[config.mk]
export PLATFORM = sky130hd
export DESIGN_NAME = cht_mod
export DESIGN_NICKNAME = d
export VERILOG_FILES = /design/src/cht_pkg.sv /design/src/cht_mod.sv
export SDC_FILE = /design/constraint.sdc
export NUM_CORES = 1
export LEC_CHECK = 0
export BUFFER_PORTS_ARGS = -buffer_cell sky130_fd_sc_hd__buf_2
export CAP_MARGIN = 30
export CORE_ASPECT_RATIO = 1.4
export CORE_MARGIN = 2
export CORE_UTILIZATION = 45
export DETAILED_ROUTE_END_ITERATION = 6
export PLACE_DENSITY = 0.67
export SYNTH_ARGS = -nofsm -noshare
export SYNTH_HDL_FRONTEND = slang
export SYNTH_SLANG_ARGS = --single-unit
[constraint.sdc]
create_clock -name clk_i -period 15 [get_ports clk_i]
set_input_delay 2.25 -clock clk_i [delete_from_list [all_inputs] [get_ports clk_i]]
set_output_delay 2.25 -clock clk_i [all_outputs]
set_load 0.01 [all_outputs]
[src/cht_pkg.sv]
// ----------------------------------------------------------------------------
// cht_pkg: shared types and constants of the chained hash table
// Field widths, default sizing, actions, status codes, sequencer states and the remainder unit status.
// ----------------------------------------------------------------------------
package cht_pkg;

  // Field widths
  localparam int KEY_W   = 31;
  localparam int VAL_W   = 32;
  localparam int CFG_W   = 5;
  localparam int STAT_W  = 2;

  // Default sizing of the table
  localparam int MAX_BUCKETS_DEF = 16;
  localparam int CHAIN_DEPTH_DEF = 8;

  // Bucket count after reset
  localparam logic [CFG_W-1:0] BUCKET_COUNT_RST = CFG_W'(10);

  // Remainder unit: one hex digit of the key per cycle
  localparam int DIG_W = 4;
  localparam int NDIG  = (KEY_W + DIG_W - 1) / DIG_W;
  localparam int NUM_W = DIG_W * NDIG;
  localparam int DCW   = (NDIG > 1) ? $clog2(NDIG) : 1;

  // Input operation
  typedef enum logic {
    ACT_INSERT = 1'b0,
    ACT_SEARCH = 1'b1
  } cht_action_e;

  // Result status
  typedef enum logic [STAT_W-1:0] {
    ST_INSERTED  = 2'd0,
    ST_FOUND     = 2'd1,
    ST_NOT_FOUND = 2'd2,
    ST_FULL      = 2'd3
  } cht_status_e;

  // Sequencer states
  typedef enum logic [2:0] {
    S_CLEAR,
    S_IDLE,
    S_HASH,
    S_LEN,
    S_CHECK,
    S_SCAN,
    S_DONE
  } cht_state_e;

  // Remainder unit status
  typedef struct packed {
    logic             done;
    logic [CFG_W-1:0] rem;
  } cht_div_t;

endpackage

[src/cht_mod.sv]
// ----------------------------------------------------------------------------
// cht_mod: iterative key modulo bucket count
// Restoring remainder, four key bits per cycle, done pulses with the bucket.
// ----------------------------------------------------------------------------
module cht_mod (
  input  logic                      clk_i,
  input  logic                      rst_ni,
  input  logic                      start_i,
  input  logic [cht_pkg::KEY_W-1:0] dividend_i,
  input  logic [cht_pkg::CFG_W-1:0] divisor_i,
  output cht_pkg::cht_div_t         div_o
);
  import cht_pkg::*;

  logic             busy_q;
  logic             done_q;
  logic [DCW-1:0]   cnt_q;
  logic [NUM_W-1:0] num_q;
  logic [CFG_W-1:0] rem_q, rem_d;
  logic [CFG_W-1:0] dsr_q;

  // Fold the next digit into the partial remainder, bit by bit
  always_comb begin
    logic [CFG_W:0] t;
    rem_d = rem_q;
    for (int i = 0; i < DIG_W; i++) begin
      t = {rem_d, num_q[NUM_W-1-i]};
      if (t >= {1'b0, dsr_q}) begin
        t = t - {1'b0, dsr_q};
      end
      rem_d = t[CFG_W-1:0];
    end
  end

  // Sequence the digits
  always_ff @(posedge clk_i or negedge rst_ni) begin
    if (!rst_ni) begin
      busy_q <= 1'b0;
      done_q <= 1'b0;
      cnt_q  <= '0;
    end else begin
      done_q <= 1'b0;
      if (start_i) begin
        busy_q <= 1'b1;
        cnt_q  <= '0;
      end else if (busy_q) begin
        cnt_q <= cnt_q + DCW'(1);
        if (cnt_q == DCW'(NDIG - 1)) begin
          busy_q <= 1'b0;
          done_q <= 1'b1;
        end
      end
    end
  end

  // Operand and remainder registers
  always_ff @(posedge clk_i) begin
    if (start_i) begin
      num_q <= NUM_W'(dividend_i);
      rem_q <= '0;
      dsr_q <= divisor_i;
    end else if (busy_q) begin
      num_q <= num_q << DIG_W;
      rem_q <= rem_d;
    end
  end

  assign div_o.done = done_q;
  assign div_o.rem  = rem_q;

endmodule

==> metrics.md, run 1 <==
| Metric | Value |
|---|---|
| Top cell by count, worst path | a21o_1 |
| WL final | 5250 um |
| Gr ovfl total | 0 |
| Synth warn | 0 |
| Antenna violations before repair | 0 |
| Vias in the first global route | 1,848 |
| Fin Hold WS | 490 ps |
| Post-route ant nets | 0 |
| RSZ-0062 raised after global routing | no |
| Fin. max-slew vios | 0 |
| Largest stage delay on the critical path | 490 ps |
| Root Buffer | clkbuf_8 |
| Compound-gate portion of the synthesized area | 10.4% |
| Top achievable clock speed | 130 MHz |
| CP top delay family | compound AO/OA/AOI/OAI gates |
| Die X | approximately 72 um |
| Core region area | 0.00621 mm2 |
| Main combinational cell family by area after synthesis | multiplexers |
| Die Footprint | ~0.007 mm2 |
| Flops & latches, synth | 47 |
| Syn Nets | 298 |
| Final setup TNS | 0 ps |
| CP Max Fanout | 8 |
| Max cap viols | 0 |
| Hold Path Class | flop to flop |
| DP HPWL | 4030 um |
| DRT met1 WL | 2220 um |
| Nets | 342 |
| Diodes inserted | 0 |
| Clock tree sinks | 47 |
| Post-cts resize count | 0 |
| Mux share of post-synthesis cell area | between 15 and 20% |
| Synthesized area | 0.00289 mm2 |
| Post-Syn Area per Cell | 12.4 um2 |
| Maximum clock path buffer count | 2 |
| Post-CTS setup buffer count | 0 |
| RePlAce Congestion | 0.883 |
| Netlist cell types | 46 |
| Worst-Margin Slew | approximately 720 ps |
| Endpoints failing setup | 0 |
| Routed WL per cell | 15.0 um |
| Via density | roughly 5.3 |
| Hold_buf cts | 0 |
| Period utilization | 51.4% |
| Num ports | 45 |
| Fin crit period | 7710 ps |
| Top Layer Used | met4 |
| Fin util | a little over half |
| Worst Skew | about 8.4 ps |
| Pre-antenna DRT Iters | 4 |
| Adder and majority cell fraction of the synthesized area | 12.3% |
| WS Path Type | flop to flop |
| Slew HR | between 50% and 60% |
| CTS tree | done |
| CP Data Arrival Time | 7880 ps |
| Crit end category | flop |
| Fin. Hold Viols | 0 |
| Layout Area Growth over Synthesis | 13.6% |
| PortBufs | 44 |
| Post-Synth Simple-Gate Area | 7.54% |
| Chip height | 98.8 um |
| Site Rows | 34 |
| Initial DRC Count | a little over 70 |
| Largest net degree at the start of global routing | 50 |
| Synth Instances | between 200 and 250 |
| Metal2 WL | 2740 um |
| First-pass GRT wire length | ~8800 um |
| DR vias | 1,842 |
| Tot GR Track Use | 16.0% |
| Clk slew on worst S/H paths | 90 ps |
| CTS Buf Count | 5 |
| DR WL met3 | around 210 um |
| Final cell count without fillers | 350 |
| Req. time, crit path | about 15,000 ps |
| H-tree depth | 2 |
| Initial Util | 46.5% |
| CP Launch Type | flop |
| Post-synthesis xor/xnor area fraction | a little under 4% |
| Seq/Total Area, Yosys | 45.9% |
| Share of cells above drive strength 1 | 34.5% |
| Latest clock arrival within the worst-skew pair | 310 ps |
| Slowest cell on crit path | fa_1 |
| Buffers and inverters on the worst path | 1 |
| Dpl cells | 342 |
| Outcome | complete, no violations |
| Drt drc | 0 |
-- metrics by stage --
stage               worst slack [ps]  cell area [um2]
floorplan                       8000             2890
global placement                7470             3170
detailed placement              7360             3170
CTS                             7300             3280
global route                    6710             3280
finish                          7290             3280
-- state kept, by name, summed over array words and instances (netlist names) --
signal  count
busy_q      1
cnt_q       3
done_q      1
dsr_q       5
num_q      32
rem_q       5
-- metal layers --
layer / vias to the layer above / track usage (%)
met1: 866 / 19.4
met4: 0 / 5.22
met2: 33 / 27.4
met5: - / 0
met3: 5 / 4.19
li1: 938 / -
-- synthesized netlist by cell type, drive strengths merged --
cell type	n	area share [%]
o221ai	1	0.30
fa	4	2.8
or3	2	0.48
xor2	4	1.2
edfxtp	36	37
o41ai	1	0.30
nand3	4	0.69
a211oi	4	1.5
o21a	1	0.26
nor2	13	1.7
o2bb2ai	1	0.30
o22ai	1	0.43
dfxtp	6	4.2
ha	22	9.5
o311ai	1	0.30
nand3b	1	0.26
a41o	1	0.35
a41oi	1	0.30
nand2b	3	0.65
a21o	8	2.1
a311oi	1	0.30
a21oi	11	2.4
xnor2	9	2.7
nor2b	1	0.22
o22a	1	0.30
dfrtp	5	4.3
nand2	7	0.91
a221oi	1	0.91
mux2i	9	3.2
clkbuf	4	0.52
o21ai	2	0.35
mux2	33	13
inv	18	2.3
buf	4	0.91
nor3	3	0.52
and2	5	1.1
or2	2	0.43
nor4b	2	0.61
-- logic make-up after synthesis --
family	after synthesis
compound gates	36
simple gates	43
xor+xnor	13
fa+ha+maj	26
buf+inv	26
mux	42
flops	47
-- cell type report --
| cell class | instances | area, um2 |
|---|---|---|
| sequential | 47 | 1330 |
| inverter | 18 | 67.6 |
| clock buffer | 5 | 68.8 |
| clock inverter | 3 | 47.5 |
| multi-input combinational | 160 | 1450 |
| fill | 575 | 2930 |
| timing repair buffer | 45 | 228 |
| tap | 72 | 90.1 |
-- worst register-to-register path, cell delays in order, from the launching register on --
cell and delay, ps:
edfxtp_1 440, inv_1 200, fa_1 500, a21oi_2 140
o22ai_2 120, or3_1 450, mux2_2 330, ha_1 350
a41o_1 260, o22a_1 190, a211oi_4 380, mux2_2 430
fa_1 430, nand2b_1 160, o2bb2ai_1 150, a21oi_1 300
a211oi_1 110, mux2i_2 410, mux2i_1 390, ha_1 310
a21o_1 180, a21o_1 170, a21o_1 170, a21oi_1 160
o41ai_1 140, a221oi_4 400, mux2i_1 240, a211oi_1 80
-- placed cells by master (no fill, tap or decap), types with 2 or more instances in the layout --
master / count
a211oi_1: 3
a21o_1: 7
a21oi_1: 9
and2_1: 5
buf_2: 44
clkbuf_8: 5
dfrtp_1: 5
dfxtp_1: 6
edfxtp_1: 36
fa_1: 4
ha_1: 22
inv_1: 18
mux2_2: 33
mux2i_1: 8
nand2_1: 7
nand2b_1: 3
nand3_1: 4
nor2_1: 13
nor3_1: 3
nor4b_1: 2
o21ai_0: 2
or2_2: 2
xnor2_1: 9
xor2_1: 4
-- worst paths after layout --
kind	startpoint	endpoint	slack [ps]	cells after the start
hold reg to reg	num_q[27]$_DFFE_PP_	num_q[31]$_SDFFE_PP0P_	490	2
setup reg to reg	dsr_q[1]$_DFFE_PP_	rem_q[4]$_SDFFE_PP0P_	7290	27
hold / removal	num_q[27]$_DFFE_PP_	num_q[31]$_SDFFE_PP0P_	490	2
setup / recovery	dsr_q[1]$_DFFE_PP_	rem_q[4]$_SDFFE_PP0P_	7290	27
max in group asynchronous	rst_ni	done_q$_DFF_PN0_	13130	1
min in group asynchronous	rst_ni	cnt_q[1]$_DFFE_PN0P_	1740	1
Power of run 1 is not shown: default switching activity piles up to over one toggle a cycle in this logic, so the estimate is an artifact.
==> run 2: changes to the inputs <==
--- a/config.mk
+++ b/config.mk
@@ -11,7 +11,7 @@
 export CORE_MARGIN = 2
 export CORE_UTILIZATION = 45
 export DETAILED_ROUTE_END_ITERATION = 6
-export PLACE_DENSITY = 0.67
+export PLACE_DENSITY = 0.69
 export SYNTH_ARGS = -nofsm -noshare
 export SYNTH_HDL_FRONTEND = slang
 export SYNTH_SLANG_ARGS = --single-unit
==> constraint.sdc (replaced) <==
create_clock -name clk_i -period 6.18 [get_ports clk_i]
set_input_delay 0.927 -clock clk_i [delete_from_list [all_inputs] [get_ports clk_i]]
set_output_delay 0.927 -clock clk_i [all_outputs]
set_load 0.01 [all_outputs]
==> metrics.md, run 2 (synthesis gave the netlist of run 1 again) <==
| Metric | Value |
|---|---|
| Outcome | finished, violations left |
| Failing checks | negative setup slack |
| Worst R2R Setup Slack | -410 ps |
| Initial DRC Count | 112 |
| Largest net degree at the start of global routing | 50 |
| Pre-antenna DRT Iters | 4 |
| Core region area | 0.00621 mm2 |
| Top achievable clock speed | between 150 and 200 MHz |
| CTS Buf Count | 5 |
| Vias in the first global route | 2,281 |
| Post-route ant nets | 0 |
| Layout Area Growth over Synthesis | 39.1% |
| Diodes inserted | 0 |
| CP Launch Type | flop |
| Routed WL per cell | 16.1 um |
| Fin Hold WS | 413 ps |
| CP Max Fanout | 6 |
| Gr ovfl total | 0 |
| Die Footprint | 0.00709 mm2 |
| Top flop regs | num_q x32, dsr_q x5, rem_q x5 |
| Drt drc | 0 |
| Max reg flops | 32 |
| Antenna violations before repair | 0 |
| Largest stage delay on the critical path | ~430 ps |
| First-pass GRT wire length | 10,400 um |
| Initial Util | 46.5% |
| Fin. max-slew vios | 0 |
| Worst Skew | ~7.4 ps |
| Clock tree sinks | 47 |
| Hold Path Class | input port to async pin |
| Via density | about 5.2 |
| Cell count of the worst reg-to-reg path | 30 |
| H-tree depth | 2 |
| Fill cell total of the finished layout | between 400 and 500 |
| Latest clock arrival within the worst-skew pair | about 310 ps |
| Endpoints failing setup | 5 |
| WS Path Type | flop to flop |
| Crit end category | flop |
| Site Rows | 34 |
| Top reg by flops | num_q |
| Root Buffer | clkbuf_8 |
| WL final | about 6600 um |
| Tot GR Track Use | 19.0% |
| RSZ-0062 raised after global routing | yes |
| Reg-to-Reg End | rem_q[3]$_SDFFE_PP0P_ |
| Chip height | 98.8 um |
| Max cap viols | 0 |
| Leading cell type in the layout, fill and taps excluded | buf_4 |
| Maximum clock path buffer count | 2 |
| Worst flop-to-flop path startpoint | dsr_q[0]$_DFFE_PP_ |
| Fin crit period | 6590 ps |
| Slowest cell on crit path | or3_4 |
| Period utilization | 107% |
| Die X | ~70 um |
| RePlAce Congestion | 0.851 |
| DP HPWL | 4790 um |
| DR vias | 2,139 |
| Nets | 401 |
| CP Data Arrival Time | roughly 6800 ps |
| CTS tree | done |
| Hold_buf cts | 0 |
| Share of cells above drive strength 1 | between 50 and 60% |
| PortBufs | between 40 and 50 |
| Num ports | 45 |
| Slew HR | a little over half |
| Worst-Margin Slew | 707 ps |
| Clk slew on worst S/H paths | about 100 ps |
| Req. time, crit path | 6350 ps |
| Worst setup margin | -412 ps |
| Fin util | 64.7% |
| Most frequent cells in the layout | 56 x buf_4, 44 x buf_2, 36 x edfxtp_1, 31 x mux2_2 |
| Fin. Hold Viols | 0 |
==> run 2: layout make-up <==
cell class,count,area [um2],area share (%)
flip-flops and latches,47,1330,33.0
multi-input cells,160,1710,42.5
repair buffers,104,686,17.1
clock inverters,3,71.3,1.78
well taps,72,90.1,2.24
clock buffers,5,68.8,1.71
inverters,18,67.6,1.68
==> run 2: worst max-delay path by stage <==
| stage | cells after the start | to | startpoint | slack (ps) |
|---|---|---|---|---|
| 6_report | 30 | rem_q[3]$_SDFFE_PP0P_ | dsr_q[0]$_DFFE_PP_ | -410 |
| 5_1_grt | 30 | rem_q[3]$_SDFFE_PP0P_ | dsr_q[0]$_DFFE_PP_ | -690 |
| 4_1_cts | 30 | rem_q[3]$_SDFFE_PP0P_ | dsr_q[0]$_DFFE_PP_ | -340 |
| 3_5_place_dp | 29 | rem_q[0]$_SDFFE_PP0P_ | dsr_q[0]$_DFFE_PP_ | -510 |
| 3_3_place_gp | 29 | rem_q[3]$_SDFFE_PP0P_ | dsr_q[0]$_DFFE_PP_ | -300 |
| 2_1_floorplan | 30 | rem_q[3]$_SDFFE_PP0P_ | dsr_q[0]$_DFFE_PP_ | -430 |
==> run 2: metrics by stage <==
| stage | setup TNS [ps] | cell area, um2 | std cells | setup WS (ps) |
|---|---|---|---|---|
| floorplan | -1990 | 3010 | 233 | -430 |
| global placement | -1240 | 3650 | 391 | -301 |
| detailed placement | -2150 | 3650 | 391 | -508 |
| CTS | -1490 | 3860 | 404 | -345 |
| global route | -3320 | 4020 | 409 | -694 |
| finish | -1930 | 4020 | 409 | -412 |
==> run 2: timing repair <==
| item | CTS | global route |
|---|---|---|
| setup buffers | 5 | 5 |
| hold endpoints to repair | 0 | 0 |
| gates resized for setup | 7 | 17 |
| gates cloned | 0 | 0 |
| setup endpoints to repair | 5 | 5 |
| pin swaps | 9 | 16 |
==> run 2: critical path: cells and delay by family, from the launching register on <==
kind            cells  cell delay, ps
flops               1             410
mux                 5            1300
compound gates     13            2240
fa+ha+maj           5            1330
simple gates        3             660
buf+inv             4             520
==> run 2: routing by layer <==
layer  vias to the layer above  global-route usage (%)  part of all wire [%]
met5                         -                       0                     0
met4                         0                    5.95                   3.7
met3                        19                    3.17                   3.3
met2                        48                    36.9                    57
met1                      1010                    20.2                    36
li1                       1062                       -                     -
Power of run 2 is left out for the same reason.
==> run 3: changes to the inputs <==
--- a/config.mk
+++ b/config.mk
@@ -9,9 +9,11 @@
 export CAP_MARGIN = 30
 export CORE_ASPECT_RATIO = 1.4
 export CORE_MARGIN = 2
-export CORE_UTILIZATION = 45
+export CORE_UTILIZATION = 40
 export DETAILED_ROUTE_END_ITERATION = 6
-export PLACE_DENSITY = 0.69
+export HOLD_SLACK_MARGIN = 0.03
+export PLACE_DENSITY = 0.63
+export REMOVE_ABC_BUFFERS = 1
 export SYNTH_ARGS = -nofsm -noshare
 export SYNTH_HDL_FRONTEND = slang
 export SYNTH_SLANG_ARGS = --single-unit
==> metrics.md, run 3 (synthesis gave the netlist of run 1 again) <==
| Metric | Value |
|---|---|
| Clk slew on worst S/H paths | 100 ps |
| Tot GR Track Use | 18.3% |
| Largest net degree at the start of global routing | 50 |
| Most frequent cells in the layout | 59 x buf_4, 44 x buf_2, 36 x edfxtp_1, 30 x mux2_2, 18 x ha_1 |
| Vias in the first global route | between 2,000 and 2,500 |
| Max reg flops | 32 |
| Site Rows | 36 |
| Finished Cell Area | 0.00393 mm2 |
| Share of cells above drive strength 1 | 54.4% |
| Worst path depth | 30 |
| H-tree depth | 2 |
| Antenna violations before repair | 0 |
| CTS Buf Count | 5 |
| Drt drc | 0 |
| Worst Skew | 11.6 ps |
| Failing checks | negative setup slack |
| CTS tree | done |
| Top reg by flops | num_q |
| CP Data Arrival Time | approximately 6700 ps |
| Gr ovfl total | 0 |
| Outcome | finished, violations left |
| DR vias | 2,146 |
| Fin. Hold Viols | 0 |
| Fill cell total of the finished layout | about 620 |
| Diodes inserted | 0 |
| Req. time, crit path | between 6000 and 7000 ps |
| Pre-antenna DRT Iters | 4 |
| Num ports | between 40 and 50 |
| Clock tree sinks | 47 |
| Initial DRC Count | 70 |
| Top achievable clock speed | ~150 MHz |
| Via density | 4.96 |
| Largest stage delay on the critical path | 400 ps |
| CP Max Fanout | 4 |
| CP Launch Type | flop |
| Worst R2R Setup Slack | -380 ps |
| Worst-Margin Slew | 698 ps |
| Root Buffer | clkbuf_8 |
| Initial Util | 41.4% |
| Fin. max-slew vios | 0 |
| CP top delay family | compound AO/OA/AOI/OAI gates |
| Hold Path Class | input port to async pin |
| PortBufs | 44 |
| CP Capture Point | rem_q[4]$_SDFFE_PP0P_ |
| WL final | ~6700 um |
| Maximum clock path buffer count | 2 |
| Chip height | 105 um |
| Layout Area Growth over Synthesis | 36.1% |
| Hold_buf cts | 0 |
| Nets | roughly 400 |
| Worst setup margin | -379 ps |
| Period utilization | 106% |
| Endpoints failing setup | 5 |
| First-pass GRT wire length | 10,900 um |
| Latest clock arrival within the worst-skew pair | 310 ps |
| Buffers and inverters on the worst path | 3 |
| Post-route ant nets | 0 |
| Reg-to-Reg End | rem_q[4]$_SDFFE_PP0P_ |
| Die Footprint | ~0.008 mm2 |
| Die X | 75.8 um |
| Crit end category | flop |
| Worst flop-to-flop path startpoint | dsr_q[0]$_DFFE_PP_ |
| RePlAce Congestion | 0.840 |
| Slowest cell on crit path | or3_4 |
| Placement Cell Area | 0.00357 mm2 |
| DP HPWL | 4970 um |
| Cell count of the worst reg-to-reg path | 30 |
| Leading cell type in the layout, fill and taps excluded | buf_4 |
| Crit path from | dsr_q[0]$_DFFE_PP_ |
| RSZ-0062 raised after global routing | yes |
| Top flop regs | num_q x32, dsr_q x5, rem_q x5 |
| Routed WL per cell | 15.4 um |
| Max cap viols | 0 |
| Slew HR | 53.5% |
| Core region area | about 0.007 mm2 |
| WS Path Type | flop to flop |
| Fin crit period | 6560 ps |
[run 3: cell count changes in the layout (fill, tap and decap cells not counted), moves of 2 or more]
cell       delta
ha_1          +4
ha_4          -4
buf_4         +3
mux2i_2       +3
buf_6         -2
bufinv_16     -2
mux2i_1       -2
[run 3: worst min-delay path by stage]
| stage | endpoint | from | cells past startpoint | slack, ps |
|---|---|---|---|---|
| floorplan | num_q[31]$_SDFFE_PP0P_ | num_q[27]$_DFFE_PP_ | 2 | 460 |
| global placement | cnt_q[1]$_DFFE_PN0P_ | cnt_q[1]$_DFFE_PN0P_ | 2 | 510 |
| detailed placement | num_q[31]$_SDFFE_PP0P_ | num_q[27]$_DFFE_PP_ | 2 | 500 |
| CTS | cnt_q[1]$_DFFE_PN0P_ | rst_ni | 1 | 410 |
| global route | cnt_q[1]$_DFFE_PN0P_ | rst_ni | 1 | 410 |
| finish | cnt_q[0]$_DFFE_PN0P_ | rst_ni | 1 | 400 |
[run 3: what timing repair did]
action,in CTS,in global routing
setup buffers,7,3
pin swaps,15,18
gates resized for setup,29,9
setup endpoints to repair,5,5
[run 3: layout make-up]
cell class	instances	area, um2	share of cell area (%)
well taps	95	119	3.02
inverters	18	67.6	1.72
clock buffers	6	72.6	1.85
multi-input cells	160	1650	41.9
clock inverters	2	12.5	0.318
flip-flops and latches	47	1330	33.7
repair buffers	105	686	17.4
[run 3: worst register-to-register path: cells and delay by family (launching register included)]
family | cells | cell delay (ps)
DFF | 1 | 380
muxes | 5 | 1410
and+or+nand+nor | 4 | 770
adders and majority gates | 5 | 1570
AOI/OAI and AO/OA | 13 | 1870
buffers and inverters | 3 | 430
[run 3: metal layers]
layer / GRT usage, % / routed length (um) / vias to the layer above
met1: 20.7 / 2600 / 1031
li1: - / - / 1059
met5: 0 / 0 / -
met4: 6.39 / 157 / 0
met3: 3.57 / 240 / 12
met2: 32.8 / 3660 / 44
[run 3: through the flow]
| step | TNS (ps) | hold WS, ps | worst slack [ps] | cells | util (%) |
|---|---|---|---|---|---|
| 6_report | -1640 | 405 | -379 | 433 | 56.3 |
| 5_1_grt | -3320 | 408 | -697 | 433 | 56.3 |
| 4_1_cts | -1410 | 407 | -316 | 430 | 55.1 |
| 3_5_place_dp | -2780 | 501 | -600 | 415 | 51.1 |
| 3_3_place_gp | -2070 | 507 | -435 | 415 | 51.1 |
| 2_1_floorplan | -3920 | 456 | -826 | 225 | - |
Power of run 3 is left out for the same reason.
